===== src/hdl/bit_error_rate_counter_macros.svh =====
// assertion helpers for the bit error rate counter
`ifndef BIT_ERROR_RATE_COUNTER_MACROS_SVH
`define BIT_ERROR_RATE_COUNTER_MACROS_SVH

// checked on every clock while out of reset
`define BERC_ASSERT(lbl, prop, msg) \
  lbl: assert property (@(posedge clk) disable iff (!rst_n) prop) else $error(msg);

// implication from one beat to the next cycle, out of reset
`define BERC_ASSERT_NEXT(lbl, ante, cons, msg) \
  lbl: assert property (@(posedge clk) disable iff (!rst_n) (ante) |=> (cons)) else $error(msg);

`endif


===== src/hdl/berc_pkg.sv =====
package berc_pkg;

  localparam int MAX_DELAY_DEF     = 64;
  localparam int MAX_SKIP_LAST_DEF = 64;
  localparam int TOTAL_WIDTH_DEF   = 48;

  localparam int ALIGN_W      = 8;
  localparam int SKIP_FIRST_W = 16;
  localparam int SKIP_LAST_W  = 7;
  localparam int FRAME_W      = 32;
  localparam int CFG_IDX_W    = 2;
  localparam int CFG_DATA_W   = 16;

  typedef enum logic [CFG_IDX_W-1:0] {
    REG_ALIGN_DELAY = 2'd0,
    REG_SKIP_FIRST  = 2'd1,
    REG_SKIP_LAST   = 2'd2
  } cfg_reg_t;

endpackage


===== src/hdl/bit_error_rate_counter.sv =====
// an accepted input beat gives a registered result beat on out_valid in the next cycle
// throughput: 1 beat per cycle while out_ready is high; the output register is loaded
// while the previous result is taken, so back-to-back beats flow without bubbles
// reset (rst_n low, synchronous): config, delay line write count and pointer, queue
// head and fill, frame position, totals and frame error count all clear; memory
// contents are masked by those counts, so no clearing pass is needed
`include "bit_error_rate_counter_macros.svh"

module bit_error_rate_counter
  import berc_pkg::*;
#(
  parameter int MAX_DELAY     = MAX_DELAY_DEF,
  parameter int MAX_SKIP_LAST = MAX_SKIP_LAST_DEF,
  parameter int TOTAL_WIDTH   = TOTAL_WIDTH_DEF
) (
  input  logic                   clk,
  input  logic                   rst_n,
  input  logic                   cfg_we,
  input  logic [CFG_IDX_W-1:0]   cfg_index,
  input  logic [CFG_DATA_W-1:0]  cfg_data,
  input  logic                   in_valid,
  output logic                   in_ready,
  input  logic                   in_ref_bit,
  input  logic                   in_rx_bit,
  input  logic                   in_frame_end,
  output logic                   out_valid,
  input  logic                   out_ready,
  output logic [TOTAL_WIDTH-1:0] out_error_total,
  output logic [TOTAL_WIDTH-1:0] out_correct_total,
  output logic [FRAME_W-1:0]     out_frame_error_count
);

  localparam int DW  = $clog2(MAX_DELAY + 1);
  localparam int AW  = (DW > ALIGN_W) ? DW : ALIGN_W;
  localparam int IW  = (MAX_DELAY > 1) ? $clog2(MAX_DELAY) : 1;
  localparam int LW  = DW + 1;
  localparam int KW  = $clog2(MAX_SKIP_LAST + 1);
  localparam int SW  = (KW > SKIP_LAST_W) ? KW : SKIP_LAST_W;
  localparam int PIW = (MAX_SKIP_LAST > 1) ? $clog2(MAX_SKIP_LAST) : 1;
  localparam int QW  = KW + 1;
  localparam int PW  = FRAME_W + 1;

  function automatic logic [DW-1:0] delay_mag(input logic [ALIGN_W-1:0] a);
    logic [ALIGN_W-1:0] a_abs;
    logic [AW-1:0]      a_ext;
    a_abs = a[ALIGN_W-1] ? (~a + {{(ALIGN_W-1){1'b0}}, 1'b1}) : a;
    a_ext = AW'(a_abs);
    return (a_ext > AW'(MAX_DELAY)) ? DW'(MAX_DELAY) : DW'(a_ext);
  endfunction

  logic [ALIGN_W-1:0]      align_r;
  logic [SKIP_FIRST_W-1:0] skip_first_r;
  logic [SKIP_LAST_W-1:0]  skip_last_r;

  logic                     line_mem [MAX_DELAY];
  logic                     pend_mem [MAX_SKIP_LAST];
  logic                     line_q_r, pend_q_r;
  logic [IW-1:0]            wp_r, wp_nxt;
  logic [DW-1:0]            line_cnt_r, line_cnt_nxt;
  logic [PIW-1:0]           head_r, head_nxt;
  logic [KW-1:0]            fill_r, fill_nxt;
  logic [FRAME_W-1:0]       frame_pos_r, frame_pos_nxt;
  logic [FRAME_W-1:0]       frame_err_r, frame_err_nxt;
  logic [TOTAL_WIDTH-1:0]   errors_r, errors_nxt;
  logic [TOTAL_WIDTH-1:0]   corrects_r, corrects_nxt;
  logic [FRAME_W-1:0]       out_frame_err_r;
  logic                     out_valid_r;

  logic               in_fire;
  logic               delay_neg;
  logic [ALIGN_W-1:0] align_nxt;
  logic [DW-1:0]      mag, mag_nxt;
  logic [IW-1:0]      wp_inc, line_ra;
  logic [LW-1:0]      line_sum;
  logic [PIW-1:0]     head_inc, pend_wa;
  logic [QW-1:0]      pend_sum;
  logic               delayed_now, other_bit, delayed_old, mismatch;
  logic [SW-1:0]      skip_last_ext;
  logic [KW-1:0]      keep;
  logic               compare_en;
  logic               push, pop;
  logic               commit_valid, commit_bit;

  assign in_ready  = !out_valid_r || out_ready;
  assign in_fire   = in_valid && in_ready;
  assign out_valid = out_valid_r;

  assign out_error_total       = errors_r;
  assign out_correct_total     = corrects_r;
  assign out_frame_error_count = out_frame_err_r;

  // alignment: the delayed stream is ref for a non-negative delay, rx otherwise
  assign delay_neg   = align_r[ALIGN_W-1];
  assign mag         = delay_mag(align_r);
  assign delayed_now = delay_neg ? in_rx_bit : in_ref_bit;
  assign other_bit   = delay_neg ? in_ref_bit : in_rx_bit;
  // entries older than the write count were never written and read as zero
  assign delayed_old = (mag == '0) ? delayed_now :
                       (line_cnt_r < mag) ? 1'b0 : line_q_r;
  assign mismatch    = delayed_old ^ other_bit;

  // delay line read is registered ahead, addressed by the next beat's pointer and delay
  assign align_nxt = (cfg_we && cfg_reg_t'(cfg_index) == REG_ALIGN_DELAY) ?
                     cfg_data[ALIGN_W-1:0] : align_r;
  assign mag_nxt   = delay_mag(align_nxt);
  assign wp_inc    = (wp_r == IW'(MAX_DELAY - 1)) ? '0 : wp_r + IW'(1);
  assign wp_nxt    = in_fire ? wp_inc : wp_r;
  assign line_sum  = LW'(wp_nxt) + LW'(MAX_DELAY) - LW'(mag_nxt);
  assign line_ra   = (line_sum >= LW'(MAX_DELAY)) ? IW'(line_sum - LW'(MAX_DELAY))
                                                  : IW'(line_sum);
  assign line_cnt_nxt = (in_fire && line_cnt_r != DW'(MAX_DELAY)) ?
                        line_cnt_r + DW'(1) : line_cnt_r;

  assign skip_last_ext = SW'(skip_last_r);
  assign keep = (skip_last_ext > SW'(MAX_SKIP_LAST)) ? KW'(MAX_SKIP_LAST) : KW'(skip_last_ext);

  assign compare_en = PW'(frame_pos_r) >= (PW'(skip_first_r) + PW'(mag));

  // pending queue is a ring: oldest at head, new entries go to head + fill
  assign head_inc = (head_r == PIW'(MAX_SKIP_LAST - 1)) ? '0 : head_r + PIW'(1);
  assign pend_sum = QW'(head_r) + QW'(fill_r);
  assign pend_wa  = (pend_sum >= QW'(MAX_SKIP_LAST)) ? PIW'(pend_sum - QW'(MAX_SKIP_LAST))
                                                     : PIW'(pend_sum);
  assign head_nxt = !in_fire ? head_r : (in_frame_end ? '0 : (pop ? head_inc : head_r));

  always_comb begin
    commit_valid = 1'b0;
    commit_bit   = mismatch;
    push         = 1'b0;
    pop          = 1'b0;
    fill_nxt     = fill_r;
    if (compare_en) begin
      if (keep == '0 && fill_r == '0) begin
        commit_valid = 1'b1;
      end else if (fill_r >= keep) begin
        // queue full for this keep: oldest leaves, new one enters
        commit_valid = 1'b1;
        commit_bit   = pend_q_r;
        push         = 1'b1;
        pop          = 1'b1;
      end else begin
        push     = 1'b1;
        fill_nxt = fill_r + KW'(1);
      end
    end

    errors_nxt    = errors_r;
    corrects_nxt  = corrects_r;
    frame_err_nxt = frame_err_r;
    if (commit_valid) begin
      if (commit_bit) begin
        if (!(&errors_r)) errors_nxt = errors_r + TOTAL_WIDTH'(1);
        if (!(&frame_err_r)) frame_err_nxt = frame_err_r + FRAME_W'(1);
      end else begin
        if (!(&corrects_r)) corrects_nxt = corrects_r + TOTAL_WIDTH'(1);
      end
    end

    frame_pos_nxt = (&frame_pos_r) ? frame_pos_r : frame_pos_r + FRAME_W'(1);
  end

  always_ff @(posedge clk) begin
    if (!rst_n) begin
      align_r      <= '0;
      skip_first_r <= '0;
      skip_last_r  <= '0;
      wp_r         <= '0;
      line_cnt_r   <= '0;
      head_r       <= '0;
      fill_r       <= '0;
      frame_pos_r  <= '0;
      frame_err_r  <= '0;
      errors_r     <= '0;
      corrects_r   <= '0;
      out_valid_r  <= 1'b0;
    end else begin
      if (cfg_we) begin
        unique case (cfg_reg_t'(cfg_index))
          REG_ALIGN_DELAY: align_r      <= cfg_data[ALIGN_W-1:0];
          REG_SKIP_FIRST:  skip_first_r <= cfg_data[SKIP_FIRST_W-1:0];
          REG_SKIP_LAST:   skip_last_r  <= cfg_data[SKIP_LAST_W-1:0];
          default: ;
        endcase
      end
      wp_r       <= wp_nxt;
      line_cnt_r <= line_cnt_nxt;
      head_r     <= head_nxt;
      if (in_fire) begin
        errors_r   <= errors_nxt;
        corrects_r <= corrects_nxt;
        if (in_frame_end) begin
          fill_r      <= '0;
          frame_pos_r <= '0;
          frame_err_r <= '0;
        end else begin
          fill_r      <= fill_nxt;
          frame_pos_r <= frame_pos_nxt;
          frame_err_r <= frame_err_nxt;
        end
        out_valid_r <= 1'b1;
      end else if (out_ready) begin
        out_valid_r <= 1'b0;
      end
    end
  end

  // registered reads bypass the write of the same edge
  always_ff @(posedge clk) begin
    if (in_fire) begin
      out_frame_err_r <= frame_err_nxt;
      line_mem[wp_r]  <= delayed_now;
      if (push) pend_mem[pend_wa] <= mismatch;
    end
    line_q_r <= (in_fire && line_ra == wp_r) ? delayed_now : line_mem[line_ra];
    pend_q_r <= (in_fire && push && pend_wa == head_nxt) ? mismatch : pend_mem[head_nxt];
  end

  `BERC_ASSERT(a_fill_bound, (fill_r <= KW'(MAX_SKIP_LAST)), "pending fill beyond queue depth")
  `BERC_ASSERT_NEXT(a_idle_hold, !in_fire,
    $stable(errors_r) && $stable(corrects_r) && $stable(fill_r) && $stable(frame_pos_r),
    "counter state moved without an input beat")
  `BERC_ASSERT_NEXT(a_frame_clear, in_fire && in_frame_end,
    fill_r == '0 && frame_pos_r == '0 && frame_err_r == '0,
    "frame state not cleared after frame end")

endmodule

===== config.mk =====
export PLATFORM = sky130hd
export DESIGN_NAME = bit_error_rate_counter
export DESIGN_NICKNAME = d
export VERILOG_FILES = /design/src/hdl/berc_pkg.sv /design/src/hdl/bit_error_rate_counter.sv
export VERILOG_INCLUDE_DIRS = /design/src /design/src/hdl
export SDC_FILE = /design/constraint.sdc
export NUM_CORES = 1
export LEC_CHECK = 0
export BUFFER_PORTS_ARGS = -buffer_cell sky130_fd_sc_hd__buf_2
export CORE_MARGIN = 2
export CORE_UTILIZATION = 55
export DETAILED_ROUTE_END_ITERATION = 12
export PLACE_DENSITY_LB_ADDON = 0.05
export RECOVER_POWER = 100
export SLEW_MARGIN = 20
export SYNTH_ARGS = -nofsm -noshare
export SYNTH_HDL_FRONTEND = slang
export SYNTH_SLANG_ARGS = --single-unit
export TNS_END_PERCENT = 5

===== constraint.sdc =====
create_clock -name clk -period 16.24 [get_ports clk]
set_input_delay 1.624 -clock clk [delete_from_list [all_inputs] [get_ports clk]]
set_output_delay 1.624 -clock clk [all_outputs]
set_load 0.03 [all_outputs]

# Yosys cells after proc, flatten, opt, wreduce, memory -nomap -nowiden
# Memories as Yosys holds them, arrays and structs flattened. A register that Yosys moved wholly into a read port is not among the register bits.
# Index checks and enable logic that the tools add are counted.
# totals
out_inout_bits	130
regBits	250
ramBits	128
inputBits	26
n_memories	2
wordCells	121
# classes
n_mux	45
n_eq_ne	8
add_sub_neg	16
n_reduce_logical	23
bitwise_logic	6
magnitude_cmp	8
# memory_table
memory	depth	word_bits	read_ports	rd_ports_with_merged_regs	write_ports	line	source
line_mem	64	1	1	1	1	bit_error_rate_counter.sv:55	logic line_mem [MAX_DELAY];
pend_mem	64	1	1	1	1	bit_error_rate_counter.sv:56	logic pend_mem [MAX_SKIP_LAST];
# op_table
operator	n
two-way mux 32 bit	6
adder 48 x 1 -> 48 bit (second input constant)	2
AND reduction 48 bit	2
adder 32 x 1 -> 32 bit (second input constant)	2
AND reduction 32 bit	2
two-way mux 7 bit	7
two-way mux 6 bit	8
>= comparator 32 x 17 -> 1 bit	1
two-way mux 8 bit	3
logical NOT 7 bit	3
two-way mux 1 bit	21
adder 16 x 7 -> 17 bit	1
adder 8 x 1 -> 8 bit (second input constant)	2
>= comparator 8 x 7 -> 1 bit (second input constant)	2
> comparator 8 x 7 -> 1 bit (second input constant)	2
inverter 8 bit	2
adder 7 x 1 -> 7 bit (second input constant)	2
adder 6 x 1 -> 6 bit (second input constant)	2
equality test 6 bit (second input constant)	2
AND reduction 4 bit	3
subtractor 6 x 1 -> 6 bit (second input constant)	2
adder 6 x 7 -> 8 bit	1
adder 6 x 7 -> 8 bit (second input constant)	1
AND reduction 2 bit	4
15 further kinds	23

# Depth between registers and ports, before layout
# Gate-level depths: netlist of the first run.
# logic_depth
word_depth	15
ltp_mapped	31
ltp_nobuf	29

# Least setup slack after synthesis of the first run
# Ideal clock, no wire load.
# synth_timing
path_kind	register -> register
from	reg align_r[3]
to	reg corrects_r[13], in the netlist out_correct_total[13]
setup_time_ns	0.128
period_less_slack_ns	6.177
required_ns	16.112
path_buffers	4
arrival_time_ns	6.050
slack_ns	10.063
path_stages_with_launch	21
cell_sequence	dfxtp_1 buf_6 or3_1 buf_2 o21a_1 o22ai_1 a21oi_1 or2_2 ha_1 o21a_1 o21a_1 o2111ai_1 a32oi_2 a41oi_1 xnor2_1 mux2i_1 nand3_1 clkbuf_1 clkbuf_1 xor2_1 nor2_1
# synth_between
elab_chain_len	14
word_cells_on_any_way	18
classes_between	2 x add/sub; 3 x order compare; 8 x mux; 3 x bitwise; 2 x reduce/logical
# synth_rtl
item	line	source
from (decl)	bit_error_rate_counter.sv:51	logic [ALIGN_W-1:0] align_r;
from (signal assigned)	bit_error_rate_counter.sv:179	REG_ALIGN_DELAY: align_r <= cfg_data[ALIGN_W-1:0];
inverter 8 bit	bit_error_rate_counter.sv:46	a_abs = a[ALIGN_W-1] ? (~a + {{(ALIGN_W-1){1'b0}}, 1'b1}) : a;
adder 8 x 1 -> 8 bit	bit_error_rate_counter.sv:46	
two-way mux 8 bit (*)	bit_error_rate_counter.sv:46	
> comparator 8 x 7 -> 1 bit	bit_error_rate_counter.sv:48	return (a_ext > AW'(MAX_DELAY)) ? DW'(MAX_DELAY) : DW'(a_ext);
two-way mux 7 bit (*)	bit_error_rate_counter.sv:48	
less-than comparator 7 bit	bit_error_rate_counter.sv:99	(line_cnt_r < mag) ? 1'b0 : line_q_r;
two-way mux 1 bit	bit_error_rate_counter.sv:99	
two-way mux 1 bit (*)	bit_error_rate_counter.sv:98	assign delayed_old = (mag == '0) ? delayed_now :
XOR 1 bit (*)	bit_error_rate_counter.sv:100	assign mismatch = delayed_old ^ other_bit;
via mismatch	bit_error_rate_counter.sv:77	logic delayed_now, other_bit, delayed_old, mismatch;
two-way mux 1 bit	bit_error_rate_counter.sv:135	end else if (fill_r >= keep) begin
two-way mux 1 bit	bit_error_rate_counter.sv:133	if (keep == '0 && fill_r == '0) begin
two-way mux 1 bit (*)	bit_error_rate_counter.sv:132	if (compare_en) begin
inverter 1 bit (no line) (*)	-	
AND reduction 4 bit (no line) (*)	-	
to (signal assigned)	bit_error_rate_counter.sv:190	corrects_r <= corrects_nxt;
to (decl)	bit_error_rate_counter.sv:65	logic [TOTAL_WIDTH-1:0] corrects_r, corrects_nxt;
# Mark *: on every way through the listed nets, which the timed path passes. The rest lies on a longest branch.
# A chain may end at the register's enable or synchronous reset.

==> results of run 1 <==
[cells by family after synthesis]
family	Yosys count	share of synthesized area
simple gates	920	0.230
flops	390	0.479
compound gates	331	0.101
buf+inv	157	0.0315
xor+xnor	147	0.0655
mux	87	0.0526
fa+ha+maj	62	0.0406
[state kept, by name, indices dropped and copies added, names as in the netlist, 7 cells and up, named ones only]
signal	cells
align_r	8
fill_r	7
frame_err_r	32
frame_pos_r	32
line_cnt_r	7
line_mem	64
out_correct_total	48
out_error_total	48
out_frame_error_count	32
pend_mem	64
skip_first_r	16
skip_last_ext	7
[worst reg2reg max path: cells and delay by family (launching register included)]
family          cells  cell delay (ps)
compound gates     14             3320
fa+ha+maj           3              780
buf+inv             3             1720
xor+xnor            1               80
flops               1              380
simple gates        8             1970
[cells in the final DEF, fill, tap and decap left out, types with 24 or more instances in the layout]
cell type / count
nand4_1: 75
and3_1: 49
clkbuf_1: 150
nand3_1: 99
buf_2: 24
inv_1: 57
o21ai_0: 76
a21oi_1: 133
ha_1: 59
clkbuf_16: 45
nand2_1: 188
xnor2_1: 75
mux2i_1: 68
xor2_1: 71
nor2_1: 293
or3_1: 54
dfxtp_1: 229
edfxtp_1: 160
[final cells by class]
| cell class | instances | area share |
|---|---|---|
| flip-flops and latches | 390 | 0.428 |
| inverters | 59 | 0.0101 |
| diodes | 1 | 0.000114 |
| clock buffers | 62 | 0.0571 |
| well taps | 461 | 0.0263 |
| clock inverters | 14 | 0.00752 |
| repair buffers | 170 | 0.0314 |
| multi-input cells | 1547 | 0.439 |
[final timing paths]
kind | to | cells past startpoint | slack (ps) | startpoint
setup / recovery | frame_err_r[4]$_SDFFE_PN0P_ | 6 | 7810 | rst_n
hold / removal | skip_first_r[6]$_SDFFE_PN0P_ | 2 | 460 | skip_first_r[6]$_SDFFE_PN0P_
setup reg to reg | frame_err_r[21]$_SDFFE_PN0P_ | 29 | 7890 | align_r[0]$_SDFFE_PN0P_
hold reg to reg | skip_first_r[6]$_SDFFE_PN0P_ | 2 | 460 | skip_first_r[6]$_SDFFE_PN0P_
[power groups by stage]
| stage | clock network, mW | registers [mW] | logic, mW |
|---|---|---|---|
| floorplan | 0 | 1.10 | 0.149 |
| global placement | 0 | 1.09 | 0.220 |
| detailed placement | 0 | 1.09 | 0.224 |
| CTS | 1.00 | 1.07 | 0.225 |
| global route | 1.04 | 1.08 | 0.244 |
| finish | 0.986 | 1.07 | 0.221 |
[per-layer routing]
metal,wire length (um),part of all wire,vias up,GRT usage
met2,22100,0.46,432,0.418
met4,1560,0.033,0,0.0909
met3,2800,0.059,107,0.0563
met5,0,0,-,0
met1,21100,0.44,7586,0.328
li1,-,-,7766,-
==> results.ini, run 1 <==
[run_status]
status=finished with violations
failed_checks=capacitance limit, slew limit

[logic_synthesis]
ys_seq_elements=390
synth-async-reset-ratio=0
synth.avg_cell_area_um2=9.38
synth_nets=2182
synth_most_common_cell=nor2_1
netlist_area_um2=19700
synth_area_leaders=edfxtp_1, dfxtp_1, nor2_1, ha_1, nand2_1
yosys_warnings=0
yosysUniqueCellTypes=64
yosysTopAreaCell=edfxtp_1
ys_seq_area_frac=0.479
synthTopCellsByCount=nor2_1, dfxtp_1, nand2_1
synth_edf_count=160
ys.flop_type=dfxtp_1
synthCells=2094
synth_top_area_share=0.244

[cts]
cts_root_buffer=clkbuf_16
clock_sinks=390
clock_latency_ps=560
holdBufCountCts=0
cts_buffers=42
post_cts_resized=0
cts_setup_buffers=0
clockBufferDepth=3
cts_tree=built
clk_pin_slew_worst_paths_ps=60
ctsHtreeMaxLevel=2

[critical_path]
path_max_fanout=94
cp.buffers_inverters=4
worst_path_max_delay_cell=clkinvlp_2
crit_top_cell=clkbuf_1
arrival_ps=8930
slowest_delay_ps=2740
path_delay_family=buffers and inverters
end_kind=flop
worstPathRequired_ps=16740
path_class=in -> reg
cp-start-kind=primary input
crit_chain=buf_2, clkbuf_1, clkinvlp_2, clkbuf_1, o41ai_1, a41o_1

[global_route]
track_usage=0.253
grt_pass1_vias=15000
grt_pass1_wl_mm=76.0
antenna_found_initial=1
overflow=0
grt_max_degree=95

[cells_and_area]
design_area_um2=22000
fillCellCount=3036
instances_no_fill=2704
drive_gt1_frac=0.0558
ff_latch_area_um2=9410
multi_input_area_um2=9640
areaGrowthSynthToFinish_pct=11.8
layout.nets=2298
finalCoreUtilization=0.621

[power]
power_density_nw_per_um2=104
share_comb_of_total_power=0.097
internal-power_mw=1.72
p_sw_mw=0.563
ir_worst_vdd_uv=80.5
seqPwrFrac=0.471
pwr-share-clk=0.432
p_total_mw=2.28
p_sw_frac=0.247
p_leak_nw=7.57

[timing]
fmax_mhz=119
tns_ps=0
worstMarginPinSlew_ps=4320
hold_viol=0
maxSlewViolCount=520
worst_slack_ps=7810
finalSetupViolCount=0
rsz0062_at_grt=no
fin_skew_ps=17.9
post-route-period-util=0.519
hold_slack_ps=463
finalCriticalPeriod_ps=8430
maxSlewHeadroom=-1.88

[place]
io_buffers=155
placed_cells=2627
dpl_cell_area_um2=20700
place_hpwl_mm=32.0
preCtsSetupSlack_ps=8910
routabilityCongestion=0.822

[routing]
vias=15900
finalWirelength_mm=47.5
ant_nets=0
avgRoutedWirePerCell_um=17.6
drc=0
drtIter0Drc=1132
via_per_inst=5.88
dr.pass1.iters=5

[floorplan]
die_x_um=193
dieArea_um2=37300
core_area_um2=35400
io_pins=156
row_count=69
chipHeight_um=193
start_util=0.555

[hold_path]
min_path_type=reg -> reg

[flow_run]
drv_cap=9

Power figures use the tool's default switching activity.
==> run 2: changes to the inputs <==
==> constraint.sdc (replaced) <==
create_clock -name clk -period 7.7 [get_ports clk]
set_input_delay 0.77 -clock clk [delete_from_list [all_inputs] [get_ports clk]]
set_output_delay 0.77 -clock clk [all_outputs]
set_load 0.03 [all_outputs]
==> run 2 against run 1 <==
Net effect:
- the run still ends with capacitance limit, slew limit left
- worst setup slack got worse by 7200 ps
- total power increased by 110%
- via count decreased by 0.14%
- sequential share of layout area decreased by 0.15 points
- routed wire length increased by 0.90%
- hold slack improved by 0.98 ps
- utilization increased by 0.22 points
- sequential power increased by 110%
- count of clock-buffer cells in the layout decreased by 7
- critical path type is now reg -> reg
- critical endpoint is now out_error_total[44]$_SDFFE_PN0P_
- largest cell class unchanged
==> results.ini, run 2 (synthesis gave the netlist of run 1 again) <==
[timing]
rsz0062_at_grt=no
tns_ps=0  ; unchanged
hold_viol=0  ; unchanged
finalSetupViolCount=0  ; unchanged
fmax_mhz=142
maxSlewViolCount=380  ; -27%
worstMarginPinSlew_ps=2780  ; -1540 ps
post-route-period-util=0.916
finalCriticalPeriod_ps=7050
fin_skew_ps=18.4  ; +0.552 ps
maxSlewHeadroom=-0.856  ; +1.02

[routing]
drc=0  ; unchanged
finalWirelength_mm=47.9  ; +0.90%
vias=15900  ; -0.14%
via_per_inst=5.86  ; -0.29%
dr.pass1.iters=5  ; unchanged
avgRoutedWirePerCell_um=17.7  ; +0.75%
drtIter0Drc=1031  ; -8.9%
ant_nets=0  ; unchanged

[global_route]
antenna_found_initial=1  ; unchanged
track_usage=0.258  ; +0.00478
overflow=0  ; unchanged
grt_pass1_vias=15200  ; +1.5%
grt_max_degree=91  ; -4.2%
grt_pass1_wl_mm=77.8  ; +2.4%

[cts]
cts_setup_buffers=0  ; unchanged
clockBufferDepth=3  ; unchanged
ctsHtreeMaxLevel=2  ; unchanged
cts_root_buffer=clkbuf_16
clk_pin_slew_worst_paths_ps=70  ; about the same
cts_buffers=42  ; unchanged
clock_sinks=390  ; unchanged
clock_latency_ps=550  ; about the same
cts_tree=built

[run_status]
failed_checks=capacitance limit, slew limit
status=finished with violations

[floorplan]
io_pins=156  ; unchanged
dieArea_um2=37300  ; unchanged
core_area_um2=35400  ; unchanged
row_count=69  ; unchanged
die_x_um=193  ; unchanged
start_util=0.555  ; unchanged
chipHeight_um=193  ; unchanged

[power]
power_density_nw_per_um2=220  ; +110%
p_leak_nw=7.60  ; +0.41%
ir_worst_vdd_uv=186  ; +130%

[cells_and_area]
final_cell_mix=nor2_1, dfxtp_1, nand2_1
instances_no_fill=2708  ; +0.15%
drive_gt1_frac=0.0619  ; +0.00613
areaGrowthSynthToFinish_pct=12.2
top_regs=line_mem x64, pend_mem x64
mostFrequentLayoutCell=nor2_1
layout.nets=2300  ; +0.087%

[place]
io_buffers=155  ; unchanged
placed_cells=2629  ; +0.076%
routabilityCongestion=0.835  ; +1.6%
place_hpwl_mm=32.3  ; +0.97%

[critical_path]
path_class=reg -> reg
end_kind=flop
arrival_ps=7520  ; -1410 ps
worstPathRequired_ps=8160  ; -8580 ps
path_max_fanout=18  ; -81%
cp-start-kind=flop
slowest_delay_ps=810  ; -1930 ps
worst_path_max_delay_cell=or4_1
crit_top_cell=a21oi_1

[hold_path]
min_path_type=reg -> reg

[flow_run]
drv_cap=7  ; -2

run 2: changes by cell type in the layout (fill, tap and decap cells not counted), moves of 2 or more:
| cell | delta |
|---|---|
| clkbuf_1 | -8 |
| clkinv_2 | +5 |
| clkinv_1 | -2 |
| clkbuf_8 | -3 |
| clkbuf_16 | +2 |
| buf_4 | +2 |
| clkinvlp_4 | +5 |
run 2: power breakdown:
part	total, mW	switching (mW)	internal, mW
Combinational	0.474	0.331	0.144
Sequential	2.26	0.0341	2.23
Clock	2.11	0.838	1.27
run 2: layer usage:
metal | global-route usage | part of all wire | vias up | routed length [um]
met5 | 0 | 0 | - | 0
met4 | 0.0740 | 0.024 | 0 | 1130
met3 | 0.0547 | 0.060 | 76 | 2870
met2 | 0.436 | 0.48 | 406 | 23000
met1 | 0.335 | 0.44 | 7618 | 20900
li1 | - | - | 7768 | -
run 2: worst max-delay path: cells and delay by family, from the launching register on:
kind,cells,cell delay [ps]
and+or+nand+nor,8,2310
adders and majority gates,3,760
DFF,1,370
xor gates and xnor gates,1,70
AOI/OAI and AO/OA,14,3230
buffers and inverters,2,210
run 2: through the flow:
stage,power [mW],worst slack [ps],area (um^2),utilization,hold WS (ps)
floorplan,2.63,1520,19700,-,441
global placement,2.77,707,20800,0.587,456
detailed placement,2.78,513,20800,0.587,454
CTS,4.89,486,22200,0.628,443
global route,5.03,40.3,22000,0.623,461
finish,4.84,646,22000,0.623,463
run 2: what timing repair did:
| item | 4_1_cts | 5_1_grt |
|---|---|---|
| hold endpoints to repair | 0 | 0 |
| hold buffers | 0 | 0 |
| resized for setup | 0 | 1 |
| setup endpoints to repair | 0 | 9 |
run 2: worst paths after layout:
kind / startpoint / to / slack (ps) / cells past startpoint
worst max-delay path: align_r[0]$_SDFFE_PN0P_ / out_error_total[44]$_SDFFE_PN0P_ / 650 / 28
worst min-delay path: skip_first_r[3]$_SDFFE_PN0P_ / skip_first_r[3]$_SDFFE_PN0P_ / 460 / 2
worst max register to register: align_r[0]$_SDFFE_PN0P_ / out_error_total[44]$_SDFFE_PN0P_ / 650 / 28
worst min register to register: skip_first_r[3]$_SDFFE_PN0P_ / skip_first_r[3]$_SDFFE_PN0P_ / 460 / 2
run 2: layout make-up:
class | instances | area (um^2)
fill | 3109 | 13400
clock buffer | 55 | 1240
multi-input combinational | 1547 | 9640
sequential | 390 | 9410
tap | 461 | 577
clock inverter | 23 | 225
inverter | 59 | 223
antenna | 1 | 2.50
timing repair buffer | 172 | 727
